### src/hw/rtl/apg_pkg.sv
// Shared constants, types and the arctangent table for the arc generator
`timescale 1ns / 1ps
`default_nettype none
package apg_pkg;
	localparam int MAX_POINTS_DEF   = 64;
	localparam int CORDIC_STEPS_DEF = 16;
	localparam int CW   = 50;  // CORDIC x/y datapath width
	localparam int ZW   = 33;  // CORDIC angle accumulator width
	localparam int DVW  = 22;  // divider dividend width
	localparam int SGW  = 7;   // segment count width
	localparam logic [31:0] GAIN_Q32 = 32'd2608131496;

	localparam logic [1:0] OP_ARC_ANGLES = 2'd0;
	localparam logic [1:0] OP_ARC_POINTS = 2'd1;
	localparam logic [1:0] OP_CIRCLE     = 2'd2;

	typedef struct packed {
		logic start;
		logic vec;  // 1: vectoring (atan2), 0: rotation
	} cordic_req_t;

	function automatic logic [31:0] atan_turn(input logic [4:0] idx);
		logic [31:0] v;
		case (idx)
			5'd0:  v = 32'h20000000;
			5'd1:  v = 32'h12E4051E;
			5'd2:  v = 32'h09FB385B;
			5'd3:  v = 32'h051111D4;
			5'd4:  v = 32'h028B0D43;
			5'd5:  v = 32'h0145D7E1;
			5'd6:  v = 32'h00A2F61E;
			5'd7:  v = 32'h00517C55;
			5'd8:  v = 32'h0028BE53;
			5'd9:  v = 32'h00145F2F;
			5'd10: v = 32'h000A2F98;
			5'd11: v = 32'h000517CC;
			5'd12: v = 32'h00028BE6;
			5'd13: v = 32'h000145F3;
			5'd14: v = 32'h0000A2FA;
			5'd15: v = 32'h0000517D;
			5'd16: v = 32'h000028BE;
			5'd17: v = 32'h0000145F;
			5'd18: v = 32'h00000A30;
			5'd19: v = 32'h00000518;
			5'd20: v = 32'h0000028C;
			5'd21: v = 32'h00000146;
			5'd22: v = 32'h000000A3;
			5'd23: v = 32'h00000051;
			default: v = 32'h0;
		endcase
		return v;
	endfunction
endpackage
`default_nettype wire

### src/hw/rtl/apg_cordic.sv
// Iterative CORDIC, one micro-rotation per cycle, vectoring or rotation mode
`timescale 1ns / 1ps
`default_nettype none
module apg_cordic #(
	parameter int CORDIC_STEPS = 16
) (
	input  wire                              clk,
	input  wire                              arst_n,
	input  wire  apg_pkg::cordic_req_t       req,
	input  wire  logic signed [apg_pkg::CW-1:0] x_in,
	input  wire  logic signed [apg_pkg::CW-1:0] y_in,
	input  wire  logic signed [apg_pkg::ZW-1:0] z_in,
	output logic                             done,
	output logic signed [apg_pkg::CW-1:0]    x_out,
	output logic signed [apg_pkg::ZW-1:0]    z_out,
	output logic signed [apg_pkg::CW-1:0]    y_out
);
	import apg_pkg::*;
	localparam int NW = (CORDIC_STEPS > 1) ? $clog2(CORDIC_STEPS) : 1;

	logic signed [CW-1:0] x_q, y_q, xs, ys;
	logic signed [ZW-1:0] z_q, at;
	logic [NW-1:0] cnt_q;
	logic run_q, vec_q, done_q, up;

	assign xs = x_q >>> cnt_q;
	assign ys = y_q >>> cnt_q;
	assign at = $signed({1'b0, atan_turn(5'(cnt_q))});
	assign up = vec_q ? !y_q[CW-1] : z_q[ZW-1];

	always_ff @(posedge clk or negedge arst_n) begin
		if (!arst_n) begin
			run_q  <= 1'b0;
			done_q <= 1'b0;
			vec_q  <= 1'b0;
			cnt_q  <= '0;
		end else begin
			done_q <= 1'b0;
			if (req.start) begin
				run_q <= 1'b1;
				vec_q <= req.vec;
				cnt_q <= '0;
				x_q   <= x_in;
				y_q   <= y_in;
				z_q   <= z_in;
			end else if (run_q) begin
				x_q <= up ? x_q + ys : x_q - ys;
				y_q <= up ? y_q - xs : y_q + xs;
				z_q <= up ? z_q + at : z_q - at;
				if (cnt_q == NW'(CORDIC_STEPS - 1)) begin
					run_q  <= 1'b0;
					done_q <= 1'b1;
				end else begin
					cnt_q <= cnt_q + 1'b1;
				end
			end
		end
	end

	assign done  = done_q;
	assign x_out = x_q;
	assign y_out = y_q;
	assign z_out = z_q;
endmodule
`default_nettype wire

### src/hw/rtl/apg_divider.sv
// Restoring divider, one quotient bit per cycle
`timescale 1ns / 1ps
`default_nettype none
module apg_divider (
	input  wire                        clk,
	input  wire                        arst_n,
	input  wire                        start,
	input  wire  [apg_pkg::DVW-1:0]    dividend,
	input  wire  [apg_pkg::SGW-1:0]    divisor,
	output logic                       done,
	output logic [apg_pkg::DVW-1:0]    quotient
);
	import apg_pkg::*;
	localparam int KW = $clog2(DVW);

	logic [DVW-1:0] quo_q;
	logic [SGW:0]   rem_q, trial;
	logic [SGW-1:0] div_q;
	logic [KW-1:0]  cnt_q;
	logic run_q, done_q, ge;

	assign trial = {rem_q[SGW-1:0], quo_q[DVW-1]};
	assign ge    = trial >= {1'b0, div_q};

	always_ff @(posedge clk or negedge arst_n) begin
		if (!arst_n) begin
			run_q  <= 1'b0;
			done_q <= 1'b0;
			cnt_q  <= '0;
		end else begin
			done_q <= 1'b0;
			if (start) begin
				run_q <= 1'b1;
				cnt_q <= '0;
				quo_q <= dividend;
				rem_q <= '0;
				div_q <= divisor;
			end else if (run_q) begin
				rem_q <= ge ? trial - {1'b0, div_q} : trial;
				quo_q <= {quo_q[DVW-2:0], ge};
				if (cnt_q == KW'(DVW - 1)) begin
					run_q  <= 1'b0;
					done_q <= 1'b1;
				end else begin
					cnt_q <= cnt_q + 1'b1;
				end
			end
		end
	end

	assign done     = done_q;
	assign quotient = quo_q;
endmodule
`default_nettype wire

### src/hw/rtl/arc_polyline_generator_unit.sv
// Arc and circle polyline generator: sequencer around a shared CORDIC and divider
//   channel | direction | handshake           | payload
//   req     | in        | req_valid/req_stall | opcode, centre, radius, angles, points, segments
//   vtx     | out       | vtx_valid/vtx_stall | vertex_x, vertex_y, last
// Per request a gain step; arcs add a span step, opcode 1 up to two CORDIC vectoring runs.
// Per vertex: a divider run, a CORDIC rotation and an output state.
// req_stall is high after acceptance until the last vertex is taken (for opcode 3, until
// the gain state ends); vtx_stall holds the sequencer while a vertex is shown. Reset
// clears the sequencer, vtx_valid and the CORDIC and divider start strobes.
`timescale 1ns / 1ps
`default_nettype none
module arc_polyline_generator_unit #(
	parameter int MAX_POINTS   = apg_pkg::MAX_POINTS_DEF,
	parameter int CORDIC_STEPS = apg_pkg::CORDIC_STEPS_DEF
) (
	input  wire                 clk,
	input  wire                 arst_n,
	input  wire                 req_valid,
	output logic                req_stall,
	input  wire  [1:0]          opcode,
	input  wire  signed [31:0]  center_x,
	input  wire  signed [31:0]  center_y,
	input  wire  [30:0]         radius,
	input  wire  [15:0]         start_angle,
	input  wire  [15:0]         end_angle,
	input  wire  signed [31:0]  first_x,
	input  wire  signed [31:0]  first_y,
	input  wire  signed [31:0]  second_x,
	input  wire  signed [31:0]  second_y,
	input  wire  [6:0]          segments,
	output logic                vtx_valid,
	input  wire                 vtx_stall,
	output logic signed [31:0]  vertex_x,
	output logic signed [31:0]  vertex_y,
	output logic                last
);
	import apg_pkg::*;

	typedef enum logic [3:0] {
		ST_IDLE, ST_GAIN, ST_VEC, ST_VWAIT, ST_SPAN, ST_DIV, ST_DWAIT, ST_ROT,
		ST_RWAIT, ST_OUT
	} state_t;

	state_t state_q;
	logic [1:0] op_q;
	logic signed [31:0] cx_q, cy_q, p0x_q, p0y_q, p1x_q, p1y_q;
	logic [30:0] r_q;
	logic [15:0] a0_q, a1_q, ang_q;
	logic signed [15:0] span_q;
	logic [SGW-1:0] seg_q, lim_q, i_q;
	logic [46:0] x0_q;
	logic pidx_q, arc_q;
	cordic_req_t creq_q;
	logic signed [CW-1:0] cx_in_q, cy_in_q;
	logic signed [ZW-1:0] cz_in_q;
	logic dstart_q;
	logic [DVW-1:0] dvd_q;
	logic out_v_q, last_q;
	logic signed [31:0] vx_q, vy_q;

	// combinational helpers
	logic [SGW-1:0] seg_in;
	logic signed [32:0] dx, dy;
	logic c_done, d_done;
	logic signed [CW-1:0] c_x, c_y;
	logic signed [ZW-1:0] c_z;
	logic [DVW-1:0] quo;
	logic [15:0] span_abs, q16;
	logic [22:0] prod;
	logic [62:0] gprod;
	logic [ZW-1:0] vround;
	logic signed [CW-1:0] xr_full, yr_full;
	logic signed [34:0] xr, yr;
	logic signed [35:0] sx, sy;
	logic [15:0] t_ang;

	assign seg_in = (segments == '0) ? SGW'(1) : segments;
	assign dx = pidx_q ? (33'(p1x_q) - 33'(cx_q)) : (33'(p0x_q) - 33'(cx_q));
	assign dy = pidx_q ? (33'(p1y_q) - 33'(cy_q)) : (33'(p0y_q) - 33'(cy_q));
	assign span_abs = span_q[15] ? 16'(-span_q) : 16'(span_q);
	assign prod = 23'(span_abs) * 23'(i_q);
	assign gprod = 63'(r_q) * 63'(GAIN_Q32);
	assign q16 = span_q[15] ? 16'(-quo[15:0]) : quo[15:0];
	assign vround = c_z + ZW'(32'h8000);
	assign t_ang = ang_q;
	assign xr_full = (c_x + $signed(CW'(32'h8000))) >>> 16;
	assign yr_full = (c_y + $signed(CW'(32'h8000))) >>> 16;
	assign xr = (t_ang[15] ^ t_ang[14]) ? -35'(xr_full) : 35'(xr_full);
	assign yr = (t_ang[15] ^ t_ang[14]) ? -35'(yr_full) : 35'(yr_full);
	assign sx = 36'(cx_q) + 36'(xr);
	assign sy = 36'(cy_q) + 36'(yr);

	function automatic logic signed [31:0] sat32(input logic signed [35:0] v);
		logic signed [31:0] r;
		if (v > 36'sd2147483647)
			r = 32'sh7FFFFFFF;
		else if (v < -36'sd2147483648)
			r = 32'sh80000000;
		else
			r = v[31:0];
		return r;
	endfunction

	always_ff @(posedge clk or negedge arst_n) begin
		if (!arst_n) begin
			state_q  <= ST_IDLE;
			creq_q   <= '0;
			dstart_q <= 1'b0;
			out_v_q  <= 1'b0;
		end else begin
			creq_q.start <= 1'b0;
			dstart_q     <= 1'b0;
			case (state_q)
				ST_IDLE: begin
					if (req_valid) begin
						op_q  <= opcode;
						cx_q  <= center_x;
						cy_q  <= center_y;
						r_q   <= radius;
						a0_q  <= start_angle;
						a1_q  <= end_angle;
						p0x_q <= first_x;
						p0y_q <= first_y;
						p1x_q <= second_x;
						p1y_q <= second_y;
						arc_q <= opcode != OP_CIRCLE;
						if (opcode == OP_CIRCLE) begin
							seg_q <= (seg_in > SGW'(MAX_POINTS)) ? SGW'(MAX_POINTS) : seg_in;
							lim_q <= ((seg_in > SGW'(MAX_POINTS)) ? SGW'(MAX_POINTS)
								: seg_in) - 1'b1;
						end else begin
							seg_q <= (seg_in > SGW'(MAX_POINTS - 1)) ? SGW'(MAX_POINTS - 1)
								: seg_in;
							lim_q <= (seg_in > SGW'(MAX_POINTS - 1)) ? SGW'(MAX_POINTS - 1)
								: seg_in;
						end
						i_q    <= '0;
						pidx_q <= 1'b0;
						state_q <= ST_GAIN;
					end
				end
				ST_GAIN: begin
					x0_q <= gprod[62:16];
					case (op_q)
						OP_ARC_ANGLES: state_q <= ST_SPAN;
						OP_ARC_POINTS: state_q <= ST_VEC;
						OP_CIRCLE:     state_q <= ST_DIV;
						default:       state_q <= ST_IDLE;
					endcase
				end
				ST_VEC: begin
					if (dx == '0 && dy == '0) begin
						// point on the centre: angle 0
						if (pidx_q) begin
							a1_q <= '0;
							state_q <= ST_SPAN;
						end else begin
							a0_q <= '0;
							pidx_q <= 1'b1;
						end
					end else begin
						creq_q  <= '{start: 1'b1, vec: 1'b1};
						cx_in_q <= dx[32] ? -CW'(dx) : CW'(dx);
						cy_in_q <= dx[32] ? -CW'(dy) : CW'(dy);
						cz_in_q <= dx[32] ? ZW'(32'h80000000) : '0;
						state_q <= ST_VWAIT;
					end
				end
				ST_VWAIT: begin
					if (c_done) begin
						if (pidx_q) begin
							a1_q <= vround[31:16];
							state_q <= ST_SPAN;
						end else begin
							a0_q <= vround[31:16];
							pidx_q <= 1'b1;
							state_q <= ST_VEC;
						end
					end
				end
				ST_SPAN: begin
					span_q  <= $signed(a1_q - a0_q);
					state_q <= ST_DIV;
				end
				ST_DIV: begin
					dvd_q    <= arc_q ? DVW'(prod) : {i_q[5:0], 16'h0};
					dstart_q <= 1'b1;
					state_q  <= ST_DWAIT;
				end
				ST_DWAIT: begin
					if (d_done) begin
						ang_q   <= arc_q ? a0_q + q16 : quo[15:0];
						state_q <= ST_ROT;
					end
				end
				ST_ROT: begin
					creq_q  <= '{start: 1'b1, vec: 1'b0};
					cx_in_q <= CW'(x0_q);
					cy_in_q <= '0;
					// fold the left half plane onto the right, undone on the result
					cz_in_q <= ZW'($signed({ang_q[14], ang_q[14:0], 16'h0}));
					state_q <= ST_RWAIT;
				end
				ST_RWAIT: begin
					if (c_done) begin
						vx_q    <= sat32(sx);
						vy_q    <= sat32(sy);
						last_q  <= i_q == lim_q;
						out_v_q <= 1'b1;
						state_q <= ST_OUT;
					end
				end
				ST_OUT: begin
					if (!vtx_stall) begin
						out_v_q <= 1'b0;
						i_q     <= i_q + 1'b1;
						state_q <= last_q ? ST_IDLE : ST_DIV;
					end
				end
				default: state_q <= ST_IDLE;
			endcase
		end
	end

	apg_cordic #(.CORDIC_STEPS(CORDIC_STEPS)) u_cordic (
		.clk(clk), .arst_n(arst_n), .req(creq_q),
		.x_in(cx_in_q), .y_in(cy_in_q), .z_in(cz_in_q),
		.done(c_done), .x_out(c_x), .z_out(c_z), .y_out(c_y)
	);

	apg_divider u_div (
		.clk(clk), .arst_n(arst_n), .start(dstart_q),
		.dividend(dvd_q), .divisor(seg_q),
		.done(d_done), .quotient(quo)
	);

	assign req_stall = state_q != ST_IDLE;
	assign vtx_valid = out_v_q;
	assign vertex_x  = vx_q;
	assign vertex_y  = vy_q;
	assign last      = last_q;
endmodule
`default_nettype wire

### config.mk
export PLATFORM = sky130hd
export DESIGN_NAME = arc_polyline_generator_unit
export DESIGN_NICKNAME = d
export VERILOG_FILES = /design/src/hw/rtl/apg_pkg.sv /design/src/hw/rtl/apg_cordic.sv /design/src/hw/rtl/apg_divider.sv /design/src/hw/rtl/arc_polyline_generator_unit.sv
export SDC_FILE = /design/constraint.sdc
export NUM_CORES = 2
export LEC_CHECK = 0
export ABC_CLOCK_PERIOD_IN_PS = 21000
export BUFFER_PORTS_ARGS = -buffer_cell sky130_fd_sc_hd__buf_2
export CORE_UTILIZATION = 63
export DETAILED_ROUTE_END_ITERATION = 7
export GPL_TIMING_DRIVEN = 0
export PLACE_DENSITY = 0.79
export SKIP_CTS_REPAIR_TIMING = 1
export SLEW_MARGIN = 20
export SYNTH_ARGS = -nofsm -noshare
export SYNTH_HDL_FRONTEND = slang
export SYNTH_SLANG_ARGS = --single-unit
### constraint.sdc
create_clock -name clk -period 21 [get_ports clk]
set_input_delay 6.3 -clock clk [delete_from_list [all_inputs] [get_ports clk]]
set_output_delay 6.3 -clock clk [all_outputs]
set_load 0.01 [all_outputs]
==> results.yml <==
run_status:
  status: "finished clean"
clocking:
  clockBufferDepth: 3
  cts_sinks: 753
  clock_latency_ns: 0.74
  cts_tree: "yes"
  htreeDepth: 3
  cts.root.buffer_cell: "clkbuf_16"
  numCtsBuffers: 85
  path_clk_slew_ns: 0.06
global_route:
  antenna_found_initial: 6
  grt_pass1_wl_um: 356200
  first_global_vias: 61260
  gr-total-overflow: 0
  track_usage_pct: 38.43
  grt_start_max_net_pins: 51
layout:
  layoutNonFillerInstCount: 9983
  layout_commonest_cell: "inv_1"
  drive_above_1_share_pct: 9.791
  syn2layout_area_growth_pct: 9.269
  final_cell_mix: "968 x inv_1, 731 x edfxtp_1, 712 x ha_1, 694 x nand2_1, 519 x fa_1"
  fin_nets: 9794
power_and_ir_drop:
  switching_share_pct: 22.07
  switchingPower_mw: 0.7015
  p_clk_share_pct: 47.3
  seqPwrFrac_pct: 51.4
  power_mw: 3.178
  leakagePower_nw: 36.68
  powerDensity_nw_per_um2: 38.11
  intPower_mw: 2.476
  p_comb_share_pct: 1.3
  vdd_drop_max_v: 0.00006524
detailed_routing:
  routedWlPerCell_um: 23.64
  ant_nets: 0
  post-route-drc-count: 0
  firstDrtPassIters: 6
  vias_per_cell: 6.210
  drt_iter0_drc: 6285
  wirelength_um: 236000
  vias: 62000
worst_setup_path:
  cp-end-kind: "register"
  r2r.worst_path.cells: 21
  worst-path-max-fanout: 30
  crit_type: "in2reg"
  cp.required_ns: 21.41
  cpMostUsedCell: "buf_12"
  worstPathArrival_ns: 9.87
  startpoint_type: "input pin"
  cp_cell_sequence: "buf_2 > clkbuf_1 > nand2_1 > or2_2 > nor2_4 > buf_16 > buf_12 > buf_12 > buf_12 > buf_8"
  cp_slowest_stage_delay_ns: 0.60
  slowest_stage: "buf_2"
timing:
  rsz0062_at_grt: "false"
  clock.fmax_mhz: 105.8
  fin_skew_ns: 0.07384
  hold_viol: 0
  finalMaxSlewViolations: 0
  tightest_slew_ns: 1.145
  max_slew_margin_pct: 23.11
  period_share_pct: 45.02
  finalSetupViolations: 0
  period_needed_ns: 9.454
synthesis:
  yosys_warnings: 0
  ys_seq_area_share_pct: 29.48
  synth_ff_type: "edfxtp_1"
  synth_seq_cells: 753
  synth_edf_count: 731
  synth-async-reset-ratio_pct: 2.922
  syn-cell-area_um2: 76320
  avgSynthCellArea_um2: 9.729
  postSynthCellCount: 7845
  ys_types: 96
floorplan:
  io_pins: 335
  die-area_um2: 122500
  fp-row-count: 127
  die_y_um: 350.1
  die_x_um: 350.1
  core_area_um2: 120000
  start_util_pct: 63.62
placed_design:
  gp_congestion: 1.080
  hpwl_um: 189400
  io_buffers: 334
  dp.cells: 9820
run:
  cap_viol_max_count: 0
hold_path:
  hold_depth: 0
  hold_path_class: "reg2reg"
[final cells by class]
type / instances / area, µm²
Clock buffer: 98 / 2176
Fill cell: 9160 / 36580
Buffer: 284 / 1151
Clock inverter: 59 / 580.6
Multi-Input combinational cell: 5837 / 49150
Timing Repair Buffer: 361 / 2153
Tap cell: 1612 / 2017
Antenna cell: 6 / 15.01
Inverter: 973 / 3652
Sequential cell: 753 / 22500
[stage by stage]
step,hold slack [ns],utilization (%),setup slack (ns),area [µm²],setup TNS (ns)
2_1_floorplan,0.4003,-,2.517,76330,0
3_3_place_gp,0.4012,66.70,-3.400,80020,-615.24
3_5_place_dp,0.4054,67.19,10.90,80610,0
4_1_cts,0.4202,69.49,11.64,83370,0
5_1_grt,0.4246,69.51,11.45,83390,0
6_report,0.4185,69.51,11.55,83400,0
[critical path: cells and delay by family]
family,cells,cell delay [ns]
buffers and inverters,7,2.22
AND/OR/NAND/NOR,3,1.25
[layer usage]
| layer | global-route usage, % | share of wire (%) | up-vias |
|---|---|---|---|
| met1 | 48.33 | 38 | 30050 |
| met3 | 6.463 | 8.3 | 694 |
| li1 | - | - | 28190 |
| met2 | 62.42 | 47 | 3066 |
| met4 | 22.99 | 6.9 | 2 |
| met5 | 0 | 0.0064 | - |
[synthesized netlist by cell type (all sizes together) (13+ instances only)]
cell     count  area [µm²]
a21boi      17       127.6
nand2      694        2605
mux4        98        2211
dfrtp       22       550.5
a21o       210        1577
buf         56       286.5
ha         712        8909
o31ai       50       385.4
a211o       13       113.9
nor2       491        1846
fa         519       10390
and2       102       639.4
xnor2      414        3626
o21bai      44       330.3
xor2       256        2242
nand4       59       369.1
o211ai      32       240.2
a31oi       64       400.4
o2111ai     13       113.9
mux2i       77       770.7
nor3b       15       112.6
clkbuf     228       855.8
nor4        19       146.4
inv        971        3645
a21oi      464        2322
o22ai       16       100.1
or2         27       171.4
o21ai      518        2592
a211oi      43       322.8
o41ai       13       132.6
nand2b      65       406.6
a221oi      13       113.9
mux2       126        1430
edfxtp     731       21950
or3         43       269.0
nor3        92       460.4
o21a        56       420.4
nand3      162       823.3
and3        69       431.7
and4        16       140.1
nor2b       65       406.6
[cell families (layout without fill, tap and decap cells)]
| group | Yosys count | in the layout | share of synthesized area (%) |
|---|---|---|---|
| AOI/OAI and AO/OA | 1678 | 1678 | 13.51 |
| xor gates and xnor gates | 670 | 670 | 7.689 |
| adders and majority gates | 1231 | 1231 | 25.29 |
| buffers and inverters | 1257 | 1775 | 6.282 |
| DFF | 753 | 753 | 29.48 |
| muxes | 301 | 301 | 5.780 |
| other | 1 | 9 | 0.004913 |
| and+or+nand+nor | 1954 | 1954 | 11.97 |
[flip-flops by register name, indices dropped and copies added, names as in the netlist, 16 cells and up]
name / count
cx_in_q: 50
cy_in_q: 50
u_cordic.x_out: 50
u_cordic.y_out: 50
x0_q: 47
u_cordic.z_out: 33
cx_q: 32
cy_q: 32
p0x_q: 32
p0y_q: 32
p1x_q: 32
p1y_q: 32
vertex_x: 32
vertex_y: 32
r_q: 31
dvd_q: 22
u_div.quotient: 22
a0_q: 16
a1_q: 16
ang_q: 16
cz_in_q: 16
span_q: 16
[power by group through the flow]
stage          Sequential [mW]  Clock [mW]  Combinational (mW)
4_1_cts                   1.63        1.51              0.0413
6_report                  1.63        1.50              0.0414
2_1_floorplan             1.67           0              0.0115
3_5_place_dp              1.67           0              0.0410
3_3_place_gp              1.67           0              0.0387
5_1_grt                   1.63        1.56              0.0454
[worst paths after layout]
path / startpoint / endpoint / slack, ns
setup / recovery: arst_n / cy_q[11] / 11.55
min in group asynchronous: arst_n / vtx_valid / 5.64
hold reg to reg: seg_q[3] / u_div.div_q[3] / 0.42
setup reg to reg: u_cordic.cnt_q[2] / u_cordic.x_out[49] / 11.67
hold / removal: seg_q[3] / u_div.div_q[3] / 0.42
max in group asynchronous: arst_n / u_div.cnt_q[0] / 14.80
Note: power is estimated with default switching activity, not from simulation.
